===== src/design/dna_pkg.sv =====
// ----------------------------------------------------------------------------
// dna_pkg
// Shared types and constants of the difference norm accumulator.
// ----------------------------------------------------------------------------
package dna_pkg;

  // input transfer payload
  typedef struct packed {
    logic signed [31:0] x_value;
    logic signed [31:0] y_value;
    logic               last_element;
  } in_item_t;

  // result transfer payload
  typedef struct packed {
    logic [47:0] relative_norm;
    logic [47:0] absolute_norm;
  } out_item_t;

  // norm selector codes; the unused code acts as the maximum norm
  localparam logic [1:0] KIND_MAX    = 2'd0;
  localparam logic [1:0] KIND_SUM    = 2'd1;
  localparam logic [1:0] KIND_EUCLID = 2'd2;

  // register map
  localparam int unsigned CFG_AW        = 3;
  localparam logic        REG_NORM_KIND = 1'b0;

  // saturation limits
  localparam logic [31:0] REL_MAX = 32'h7FFF_FFFF;
  localparam logic [63:0] OUT_MAX = 64'h0000_FFFF_FFFF_FFFF;

  // shared trial subtractor width and step counts
  localparam int unsigned SUB_W      = 36;
  localparam int unsigned DIV_STEPS  = 31;
  localparam int unsigned SQRT_STEPS = 32;

endpackage


===== src/design/dna_trial_sub.sv =====
// ----------------------------------------------------------------------------
// dna_trial_sub
// Shared compare-and-subtract unit for divide and square-root steps.
// ----------------------------------------------------------------------------
module dna_trial_sub (
  input  logic [dna_pkg::SUB_W-1:0] a,
  input  logic [dna_pkg::SUB_W-1:0] b,
  output logic                      ge,
  output logic [dna_pkg::SUB_W-1:0] diff
);

  logic [dna_pkg::SUB_W:0] full;

  // borrow out tells whether a >= b
  assign full = {1'b0, a} - {1'b0, b};
  assign diff = full[dna_pkg::SUB_W-1:0];
  assign ge   = ~full[dna_pkg::SUB_W];

endmodule


===== src/design/dna_cfg_regs.sv =====
// ----------------------------------------------------------------------------
// dna_cfg_regs
// APB-style register file holding the norm selector.
// ----------------------------------------------------------------------------
module dna_cfg_regs (
  input  logic                       clk,
  input  logic                       rst_n,
  input  logic                       psel,
  input  logic                       penable,
  input  logic                       pwrite,
  input  logic [dna_pkg::CFG_AW-1:0] paddr,
  input  logic [31:0]                pwdata,
  output logic [31:0]                prdata,
  output logic                       pready,
  output logic [1:0]                 norm_kind
);

  logic [1:0] norm_kind_r;
  logic [1:0] norm_kind_nxt;
  logic       hit;

  // word index decode
  assign hit = (paddr[dna_pkg::CFG_AW-1] == dna_pkg::REG_NORM_KIND);

  // write on the access phase
  always_comb begin
    norm_kind_nxt = norm_kind_r;
    if (psel && penable && pwrite && hit) begin
      norm_kind_nxt = pwdata[1:0];
    end
  end

  always_ff @(posedge clk) begin
    if (!rst_n) begin
      norm_kind_r <= dna_pkg::KIND_MAX;
    end else begin
      norm_kind_r <= norm_kind_nxt;
    end
  end

  // read back and handshake
  assign prdata    = hit ? {30'd0, norm_kind_r} : 32'd0;
  assign pready    = 1'b1;
  assign norm_kind = norm_kind_r;

endmodule


===== src/design/difference_norm_accumulator.sv =====
// ----------------------------------------------------------------------------
// difference_norm_accumulator
// Streams signed fixed-point pairs and emits relative and absolute norms.
// ----------------------------------------------------------------------------
// One pair is taken at a time; in_stall stays high until it is folded into
// the accumulators. A pair whose ratio needs a real division passes through
// the transfer, 31 restoring-divide steps on the shared trial subtractor and
// three accumulate states around the single 32x32 multiplier; a pair where a
// value is zero or the ratio saturates skips the divide. The last pair of a
// vector adds a posting state, plus 64 square-root steps on the same
// subtractor in Euclidean mode; posting waits while a previous result is
// still stalled. norm_kind sits at byte address 0 of the APB port (0 max,
// 1 sum, 2 Euclidean, 3 acts as max) and is sampled with each pair.
// ----------------------------------------------------------------------------
module difference_norm_accumulator #(
  parameter int unsigned FRACTION_BITS = 16
) (
  input  logic                       clk,
  input  logic                       rst_n,
  input  logic                       in_valid,
  output logic                       in_stall,
  input  dna_pkg::in_item_t          in_data,
  output logic                       out_valid,
  input  logic                       out_stall,
  output dna_pkg::out_item_t         out_data,
  input  logic                       psel,
  input  logic                       penable,
  input  logic                       pwrite,
  input  logic [dna_pkg::CFG_AW-1:0] paddr,
  input  logic [31:0]                pwdata,
  output logic [31:0]                prdata,
  output logic                       pready
);

  localparam int unsigned DW      = 32 + FRACTION_BITS;
  localparam int unsigned TOP_W   = DW - dna_pkg::DIV_STEPS;
  localparam logic [31:0] REL_ONE = 32'd1 << FRACTION_BITS;

  typedef enum logic [2:0] {
    S_IDLE, S_DIV, S_ACC_SQ, S_ACC_REL, S_ACC_ABS, S_SQRT_REL, S_SQRT_ABS, S_FINISH
  } state_t;

  state_t             state_r, state_nxt;
  logic [4:0]         cnt_r, cnt_nxt;
  logic [33:0]        rem_r, rem_nxt;
  logic [63:0]        sh_r, sh_nxt;
  logic [31:0]        q_r, q_nxt;
  logic [31:0]        ax_r, ax_nxt;
  logic [31:0]        rel_d_r, rel_d_nxt;
  logic [31:0]        abs_d_r, abs_d_nxt;
  logic [1:0]         kind_r, kind_nxt;
  logic               last_r, last_nxt;
  logic [63:0]        prod_r, prod_nxt;
  logic [63:0]        rel_acc_r, rel_acc_nxt;
  logic [63:0]        abs_acc_r, abs_acc_nxt;
  logic               out_valid_r, out_valid_nxt;
  dna_pkg::out_item_t out_data_r, out_data_nxt;

  logic [1:0]                norm_kind;
  logic [dna_pkg::SUB_W-1:0] sub_a, sub_b, sub_diff;
  logic                      sub_ge;
  logic signed [32:0]        diff_in;
  logic [31:0]               absd_in;
  logic [31:0]               ax_in;
  logic [DW-1:0]             dividend;
  logic [TOP_W-1:0]          div_top;
  logic [31:0]               mul_op;
  logic [63:0]               mul_out;

  // saturating sum, sum of squares or running maximum
  function automatic logic [63:0] accum(input logic [63:0] acc, input logic [31:0] d,
                                        input logic [63:0] sq, input logic [1:0] kind);
    logic [63:0] addend;
    logic [64:0] s;
    logic [63:0] res;
    addend = (kind == dna_pkg::KIND_EUCLID) ? sq : {32'd0, d};
    s      = {1'b0, acc} + {1'b0, addend};
    case (kind)
      dna_pkg::KIND_SUM, dna_pkg::KIND_EUCLID: begin
        res = s[64] ? {64{1'b1}} : s[63:0];
      end
      default: begin
        res = ({32'd0, d} > acc) ? {32'd0, d} : acc;
      end
    endcase
    return res;
  endfunction

  // output clamp to 48 bits
  function automatic logic [47:0] clamp_out(input logic [63:0] v);
    logic [63:0] c;
    c = (v > dna_pkg::OUT_MAX) ? dna_pkg::OUT_MAX : v;
    return c[47:0];
  endfunction

  dna_cfg_regs u_cfg (
    .clk       (clk),
    .rst_n     (rst_n),
    .psel      (psel),
    .penable   (penable),
    .pwrite    (pwrite),
    .paddr     (paddr),
    .pwdata    (pwdata),
    .prdata    (prdata),
    .pready    (pready),
    .norm_kind (norm_kind)
  );

  // incoming pair: differences and divider setup
  assign diff_in  = 33'(in_data.x_value) - 33'(in_data.y_value);
  assign absd_in  = diff_in[32] ? 32'(-diff_in) : diff_in[31:0];
  assign ax_in    = in_data.x_value[31] ? (~in_data.x_value + 32'd1) : in_data.x_value;
  assign dividend = {absd_in, {FRACTION_BITS{1'b0}}};
  assign div_top  = dividend[DW-1:dna_pkg::DIV_STEPS];

  // shared trial subtractor operand select
  always_comb begin
    case (state_r)
      S_DIV: begin
        sub_a = {3'd0, rem_r[31:0], sh_r[63]};
        sub_b = {4'd0, ax_r};
      end
      S_SQRT_REL, S_SQRT_ABS: begin
        sub_a = {rem_r, sh_r[63:62]};
        sub_b = {2'd0, q_r, 2'b01};
      end
      default: begin
        sub_a = '0;
        sub_b = '0;
      end
    endcase
  end

  dna_trial_sub u_sub (
    .a    (sub_a),
    .b    (sub_b),
    .ge   (sub_ge),
    .diff (sub_diff)
  );

  // single squaring multiplier
  assign mul_op  = (state_r == S_ACC_SQ) ? rel_d_r : abs_d_r;
  assign mul_out = {32'd0, mul_op} * {32'd0, mul_op};

  // sequencer
  always_comb begin
    state_nxt     = state_r;
    cnt_nxt       = cnt_r;
    rem_nxt       = rem_r;
    sh_nxt        = sh_r;
    q_nxt         = q_r;
    ax_nxt        = ax_r;
    rel_d_nxt     = rel_d_r;
    abs_d_nxt     = abs_d_r;
    kind_nxt      = kind_r;
    last_nxt      = last_r;
    prod_nxt      = prod_r;
    rel_acc_nxt   = rel_acc_r;
    abs_acc_nxt   = abs_acc_r;
    out_valid_nxt = out_valid_r;
    out_data_nxt  = out_data_r;

    // result taken downstream
    if (out_valid_r && !out_stall) begin
      out_valid_nxt = 1'b0;
    end

    case (state_r)
      S_IDLE: begin
        if (in_valid) begin
          abs_d_nxt = absd_in;
          ax_nxt    = ax_in;
          kind_nxt  = norm_kind;
          last_nxt  = in_data.last_element;
          state_nxt = S_ACC_SQ;
          if (in_data.x_value == 32'sd0 && in_data.y_value == 32'sd0) begin
            rel_d_nxt = 32'd0;
          end else if (in_data.x_value == 32'sd0 || in_data.y_value == 32'sd0) begin
            rel_d_nxt = REL_ONE;
          end else if (32'(div_top) >= ax_in) begin
            rel_d_nxt = dna_pkg::REL_MAX;
          end else begin
            rem_nxt   = 34'(div_top);
            sh_nxt    = {dividend[dna_pkg::DIV_STEPS-1:0], 33'd0};
            q_nxt     = 32'd0;
            cnt_nxt   = 5'(dna_pkg::DIV_STEPS - 1);
            state_nxt = S_DIV;
          end
        end
      end
      S_DIV: begin
        rem_nxt = sub_ge ? {2'd0, sub_diff[31:0]} : {2'd0, sub_a[31:0]};
        sh_nxt  = {sh_r[62:0], 1'b0};
        q_nxt   = {q_r[30:0], sub_ge};
        cnt_nxt = cnt_r - 5'd1;
        if (cnt_r == 5'd0) begin
          rel_d_nxt = {q_r[30:0], sub_ge};
          state_nxt = S_ACC_SQ;
        end
      end
      S_ACC_SQ: begin
        prod_nxt  = mul_out;
        state_nxt = S_ACC_REL;
      end
      S_ACC_REL: begin
        rel_acc_nxt = accum(rel_acc_r, rel_d_r, prod_r, kind_r);
        prod_nxt    = mul_out;
        state_nxt   = S_ACC_ABS;
      end
      S_ACC_ABS: begin
        abs_acc_nxt = accum(abs_acc_r, abs_d_r, prod_r, kind_r);
        if (!last_r) begin
          state_nxt = S_IDLE;
        end else if (kind_r == dna_pkg::KIND_EUCLID) begin
          // rel_acc_r is final here
          sh_nxt    = rel_acc_r;
          rem_nxt   = 34'd0;
          q_nxt     = 32'd0;
          cnt_nxt   = 5'(dna_pkg::SQRT_STEPS - 1);
          state_nxt = S_SQRT_REL;
        end else begin
          state_nxt = S_FINISH;
        end
      end
      S_SQRT_REL: begin
        rem_nxt = sub_ge ? sub_diff[33:0] : sub_a[33:0];
        sh_nxt  = {sh_r[61:0], 2'b00};
        q_nxt   = {q_r[30:0], sub_ge};
        cnt_nxt = cnt_r - 5'd1;
        if (cnt_r == 5'd0) begin
          rel_acc_nxt = {32'd0, q_r[30:0], sub_ge};
          sh_nxt      = abs_acc_r;
          rem_nxt     = 34'd0;
          q_nxt       = 32'd0;
          cnt_nxt     = 5'(dna_pkg::SQRT_STEPS - 1);
          state_nxt   = S_SQRT_ABS;
        end
      end
      S_SQRT_ABS: begin
        rem_nxt = sub_ge ? sub_diff[33:0] : sub_a[33:0];
        sh_nxt  = {sh_r[61:0], 2'b00};
        q_nxt   = {q_r[30:0], sub_ge};
        cnt_nxt = cnt_r - 5'd1;
        if (cnt_r == 5'd0) begin
          abs_acc_nxt = {32'd0, q_r[30:0], sub_ge};
          state_nxt   = S_FINISH;
        end
      end
      S_FINISH: begin
        // post once the output register is free
        if (!out_valid_r || !out_stall) begin
          out_data_nxt.relative_norm = clamp_out(rel_acc_r);
          out_data_nxt.absolute_norm = clamp_out(abs_acc_r);
          out_valid_nxt              = 1'b1;
          rel_acc_nxt                = 64'd0;
          abs_acc_nxt                = 64'd0;
          state_nxt                  = S_IDLE;
        end
      end
      default: begin
        state_nxt = S_IDLE;
      end
    endcase
  end

  // state, accumulators and output register
  always_ff @(posedge clk) begin
    if (!rst_n) begin
      state_r     <= S_IDLE;
      rel_acc_r   <= 64'd0;
      abs_acc_r   <= 64'd0;
      out_valid_r <= 1'b0;
    end else begin
      state_r     <= state_nxt;
      rel_acc_r   <= rel_acc_nxt;
      abs_acc_r   <= abs_acc_nxt;
      out_valid_r <= out_valid_nxt;
      out_data_r  <= out_data_nxt;
    end
  end

  // datapath registers
  always_ff @(posedge clk) begin
    cnt_r   <= cnt_nxt;
    rem_r   <= rem_nxt;
    sh_r    <= sh_nxt;
    q_r     <= q_nxt;
    ax_r    <= ax_nxt;
    rel_d_r <= rel_d_nxt;
    abs_d_r <= abs_d_nxt;
    kind_r  <= kind_nxt;
    last_r  <= last_nxt;
    prod_r  <= prod_nxt;
  end

  assign in_stall  = (state_r != S_IDLE);
  assign out_valid = out_valid_r;
  assign out_data  = out_data_r;

endmodule


===== config.mk =====
export PLATFORM = sky130hd
export DESIGN_NAME = difference_norm_accumulator
export DESIGN_NICKNAME = d
export VERILOG_FILES = /design/src/design/dna_pkg.sv /design/src/design/dna_trial_sub.sv /design/src/design/dna_cfg_regs.sv /design/src/design/difference_norm_accumulator.sv
export SDC_FILE = /design/constraint.sdc
export NUM_CORES = 2
export LEC_CHECK = 0
export BUFFER_PORTS_ARGS = -buffer_cell sky130_fd_sc_hd__buf_2
export CAP_MARGIN = 20
export CORE_MARGIN = 4
export CORE_UTILIZATION = 55
export DETAILED_ROUTE_END_ITERATION = 8
export HOLD_SLACK_MARGIN = 0.06
export PLACE_DENSITY = 0.71
export SLEW_MARGIN = 10
export SYNTH_ARGS = -nofsm -noshare
export SYNTH_HDL_FRONTEND = slang
export SYNTH_SLANG_ARGS = --single-unit

===== constraint.sdc =====
create_clock -name clk -period 29.1 [get_ports clk]
set_input_delay 2.91 -clock clk [delete_from_list [all_inputs] [get_ports clk]]
set_output_delay 2.91 -clock clk [all_outputs]
set_load 0.01 [all_outputs]

---- After elaboration in Yosys (flattened, before gate mapping) ----
Cells that the tools add are included.
storage, ports and cells
  output and inout bits ................... 131
  logic and storage cells ................. 158
  register bits after elaboration ......... 528
  bits of input ports ..................... 107
cells by class
  bitwise gates (word level) .............. 3
  equality and inequality tests ........... 22
  reductions and logical operators ........ 31
  $lt $le $gt $ge ......................... 5
  multiplexer cells ....................... 72
  $mul .................................... 1
  add/subtract/negate cells ............... 7
operator list
  cell                                                              number
  2-to-1 mux 64 bit                                                 17
  2-to-1 mux 32 bit                                                 16
  case mux 64 bit (3 select lines)                                  2
  case mux 64 bit (5 select lines)                                  1
  2-to-1 mux 34 bit                                                 8
  case mux 34 bit (5 select lines)                                  1
  adder 64 x 64 -> 65 bit                                           2
  greater-than comparator 32 x 64 -> 1 bit                          2
  greater-than comparator 64 x 48 -> 1 bit (second input constant)  2
  case mux 32 bit (4 select lines)                                  1
  case mux 36 bit (2 select lines)                                  1
  case mux 34 bit (2 select lines)                                  1
  zero test 32 bit                                                  2
  multiplier 32 x 32 -> 64 bit                                      1
  case mux 32 bit (2 select lines)                                  1
  subtractor 36 x 34 -> 37 bit                                      1
  2-to-1 mux 5 bit                                                  7
  subtractor 32 x 32 -> 33 bit                                      1
  adder 32 x 1 -> 32 bit (second input constant)                    1
  >= comparator 17 x 32 -> 1 bit                                    1
  negation 32 bit                                                   1
  NOT 32 bit                                                        1
  case mux 3 bit (8 select lines)                                   1
  != test 2 bit (second input constant)                             10
  29 further kinds                                                  59

---- Logic depth before layout (Yosys ltp) ----
  depth after elaboration ................. 9
  depth in mapped cells ................... 40
  depth with buffers taken out ............ 35

---- Modules after synthesis ----
A second synthesis with hierarchy kept.
second synthesis, totals
  cells, all modules ...................... 7,739
  area, all modules ....................... 67,845.1 µm²
modules (own cells, without submodules)
  module                       cells an instance  area each (µm²)  times used  seq. area each (µm²)
  difference_norm_accumulator  7,347              65,183.8         1           14,443.9
  dna_trial_sub                348                2,314.7          1           0.0
  dna_cfg_regs                 44                 346.6            1           40.0

---- Least setup slack after synthesis ----
Ideal clock, no wire load.
  kind .................................... input to register
  start point ............................. in in_data[33] (netlist bit)
  end point ............................... reg rem_r[0] (enable)
  data arrival time ....................... 22.700 ns
  required time ........................... 28.026 ns
  buffers on the path ..................... 0
  stages on the path ...................... 23
  library setup time ...................... 1.074 ns
  setup slack ............................. 5.327 ns
  cells stage by stage .................... inv_1 -> ha_1 -> inv_1 -> fa_1 -> a211oi_2 -> o21ai_2 -> a41oi_2 -> xnor2_1 -> or4_4 -> nor3b_4 -> nand3_2 -> nor3_4 -> a21oi_1 -> xnor2_1 -> ha_1 -> a21o_1 -> a21o_1 -> a2111oi_0 -> a21oi_1 -> a2111oi_0 -> nor4_1 -> a31o_2 -> a2111oi_0
on the way
  word-level cells in the longest chain between the ends .. 6
  elaborated cells on any way between the ends .. 14
  classes of those cells .................. add/sub (3); order compare (1); eq/ne (3); mux (2); bitwise (1); reduce/logical (4)
RTL lines
  element                                   line                                text
  start: declaration                        difference_norm_accumulator.sv:22   input dna_pkg::in_item_t in_data,
  subtractor 32 x 32 -> 33 bit (*)          difference_norm_accumulator.sv:110  assign diff_in = 33'(in_data.x_value) - 33'(in_data.y_value);
  negation 32 bit                           difference_norm_accumulator.sv:111  assign absd_in = diff_in[32] ? 32'(-diff_in) : diff_in[31:0];
  2-to-1 mux 32 bit (*)                     difference_norm_accumulator.sv:111
  named net absd_in[24]                     difference_norm_accumulator.sv:63   logic [31:0] absd_in;
  >= comparator 17 x 32 -> 1 bit (*)        difference_norm_accumulator.sv:180  end else if (32'(div_top) >= ax_in) begin
  != test 2 bit (no source line) (*)        -
  AND reduction 7 bit (no source line) (*)  -
  end signal: assignment                    difference_norm_accumulator.sv:285  rem_r <= rem_nxt;
  end: declaration                          difference_norm_accumulator.sv:45   logic [33:0] rem_r, rem_nxt;
Mark *: on every way through the listed nets, which the timed path passes. The rest lies on a longest branch.
A chain may end at the register's enable or synchronous reset.

---- Worst setup path in the final report ----
  start point ............................. reg state_r[1]
  end point ............................... reg prod_r[53] (data pin)
on the way
  word-level cells in the longest chain between the ends .. 3
RTL lines
  element                       line                                text
  start: declaration            difference_norm_accumulator.sv:43   state_t state_r, state_nxt;
  start signal: assignment      difference_norm_accumulator.sv:274  state_r <= state_nxt;
  equality test 3 x 2 -> 1 bit  difference_norm_accumulator.sv:142  assign mul_op = (state_r == S_ACC_SQ) ? rel_d_r : abs_d_r;
  2-to-1 mux 32 bit             difference_norm_accumulator.sv:142
  multiplier 32 x 32 -> 64 bit  difference_norm_accumulator.sv:143  assign mul_out = {32'd0, mul_op} * {32'd0, mul_op};
  named net mul_out[53]         difference_norm_accumulator.sv:68   logic [63:0] mul_out;
  end signal: assignment        difference_norm_accumulator.sv:293  prod_r <= prod_nxt;
  end: declaration              difference_norm_accumulator.sv:53   logic [63:0] prod_r, prod_nxt;
The timed path passes the listed nets, and every way through them passes these cells.

==> flow_metrics.py <==
metrics = {
    "synth": {
        "synth_cells": 7481,
        "syn_avg_cell_area_sq_um": 8.94,
        "synth_ff_type": "edfxtp_1",
        "synth_top_area_share_pct": 24.0,
        "synth_cell_types": 100,
        "postSynth.asyncResetShare_pct": 0,
        "ys_seq_elements": 527,
        "ys_warn_count": 0,
        "synth_seq_area_share_pct": 21.7,
        "synth_area_sq_um": 66900,
        "synthTopCellsByArea": "fa_1, edfxtp_1, ha_1",
        "synth_edf_count": 393,
        "synth.largest_area_cell": "fa_1",
        "synth_most_common_cell": "inv_1",
        "synth_commonest_cells": "inv_1, fa_1, nand2_1",
    },
    "clock_network": {
        "insertion_delay_ns": 0.67,
        "cts_root_buf": "clkbuf_16",
        "cts_resized": 0,
        "cts_max_level": 3,
        "clockBufferDepth": 3,
        "hold_buffers": 0,
        "clock_sinks": 527,
        "cts_setup_buffers": 0,
        "cts_buffers": 66,
        "cts_tree": "built",
        "path_clk_slew_ns": 0.06,
    },
    "die": {
        "core_sq_um": 120000,
        "dieArea_sq_um": 127000,
        "io_pins": 238,
        "start_util_pct": 55.6,
        "row_count": 127,
        "die_x_um": 357,
        "die_h_um": 357,
    },
    "detailed_routing": {
        "drcViolationCount": 0,
        "via_per_inst": 6.18,
        "drtIter0Drc": 6987,
        "dr_total_vias": 56500,
        "first_pass_iters": 9,
        "avgRoutedWirePerCell_um": 25.8,
        "final_antenna_net_count": 0,
        "drt_wl_total_mm": 236,
    },
    "sta": {
        "drv_slew": 0,
        "max_freq_ghz": 0.0827,
        "final.setup.tns_ns": 0,
        "max_slew_margin_pct": 21.0,
        "hold_viol": 0,
        "fin_crit_ns": 12.10,
        "clock_skew_ns": 0.0373,
        "setup_violations": 0,
        "worst_slew_pin_slew_ns": 1.18,
        "fin_crit_sh_pct": 41.6,
        "grt_setup_unrepaired": "false",
    },
    "critical_path": {
        "cpPeakStageDelay_ns": 0.89,
        "setup.worst_path.start_class": "flip-flop",
        "reg2reg_to": "prod_r[53]",
        "crit_top_cell": "fa_1",
        "slowest_stage": "clkinv_1",
        "endpoint_kind": "flip-flop",
        "path_class": "reg -> reg",
        "cp_data_arrival_time_ns": 12.40,
        "r2r_slack_ns": 17.01,
        "worstPathRequired_ns": 29.41,
        "path_max_fanout": 35,
        "r2r_start": "state_r[1]",
        "rr_worst_depth": 33,
    },
    "hold_path": {
        "hold_path_end": "kind_r[1]",
        "whs_path_depth": 0,
        "min-delay-start": "u_cfg.norm_kind[1]",
        "hold_class": "reg -> reg",
    },
    "cells_and_area": {
        "syn2layout_area_growth_pct": 7.09,
        "drive_gt1_share_pct": 6.81,
        "final_nets": 8943,
    },
    "job": {
        "drv_cap": 0,
    },
    "placed_design": {
        "numPortBuffers": 174,
        "hpwl_mm": 185,
        "gp_congestion": 1.05,
    },
    "global_route": {
        "grt_pass1_wl_mm": 350,
        "overflow": 0,
        "grt_max_degree": 148,
        "grtUsageTotal_pct": 36.7,
        "antenna_found_initial": 20,
        "grt_pass1_vias": 55700,
    },
    "outcome": {
        "status": "finished clean",
    },
}
-- cell usage in the layout (no fill, tap or decap), drive strengths merged, types with 134 or more instances in the layout --
master / n
edfxtp: 393
xnor2: 214
inv: 1239
a21oi: 441
buf: 273
nand2: 726
nor2: 541
dfxtp: 134
fa: 801
o21ai: 385
ha: 568
a21o: 212
-- critical path, delay by kind of cell, from the launching register on --
family                   cells  cell delay, ns
adder cells (fa/ha/maj)      9            4.54
XOR/XNOR                     1            0.84
AND/OR/NAND/NOR              6            1.46
flip-flops                   1            0.66
buffers and inverters        9            2.50
AO/OA/AOI/OAI                8            1.66
-- state kept, by name (all words and copies together), names as in the netlist, 34 cells and up --
register   flops
abs_acc_r     64
prod_r        63
rem_r         34
out_data      96
rel_acc_r     64
sh_r          64
-- logic make-up after synthesis --
logic type      Yosys count  synth area share, %
simple gates           1909                 13.1
compound gates         1680                 16.4
buf+inv                1629                 9.34
fa+ha+maj              1369                 34.6
flops                   527                 21.7
xor+xnor                328                 4.30
mux                      37                0.567
other cells               2               0.0112
-- worst max path at each step --
stage	start	endpoint	slack (ns)
after global routing	state_r[1]	prod_r[53]	16.73
final	state_r[1]	prod_r[53]	17.01
after floorplan	in_data[33]	rem_r[0]	5.33
after detailed placement	state_r[1]	prod_r[54]	17.40
after CTS	state_r[1]	prod_r[54]	17.33
after global placement	state_r[1]	prod_r[54]	17.47
-- through the flow --
stage | instances | setup slack [ns] | hold WS, ns | cell area, sq um | util (%)
3_5_place_dp | 9010 | 17.40 | 0.462 | 69300 | 57.6
4_1_cts | 9131 | 17.33 | 0.478 | 71600 | 59.5
6_report | 9137 | 17.01 | 0.483 | 71600 | 59.5
5_1_grt | 9132 | 16.73 | 0.491 | 71600 | 59.5
3_3_place_gp | 9009 | 17.47 | 0.459 | 69300 | 57.6
2_1_floorplan | 7510 | 5.33 | 0.422 | 67000 | -
-- layer usage --
layer / GRT usage [%] / routed length [um]
met5: 0 / 33
met4: 16.5 / 12700
met3: 7.89 / 26100
met2: 54.7 / 101000
met1: 51.7 / 95900
-- final cells by class --
| type | count | area, sq um |
|---|---|---|
| well taps | 1612 | 2020 |
| repair buffers | 273 | 1650 |
| multi-input cells | 5354 | 46500 |
| flip-flops and latches | 527 | 14500 |
| clock inverters | 41 | 519 |
| inverters | 1245 | 4670 |
| fillers | 10600 | 48700 |
| diodes | 5 | 12.5 |
| clock buffers | 80 | 1750 |
Power is not shown: default switching activity piles up to over one toggle a cycle in this logic, so the estimate is an artifact.
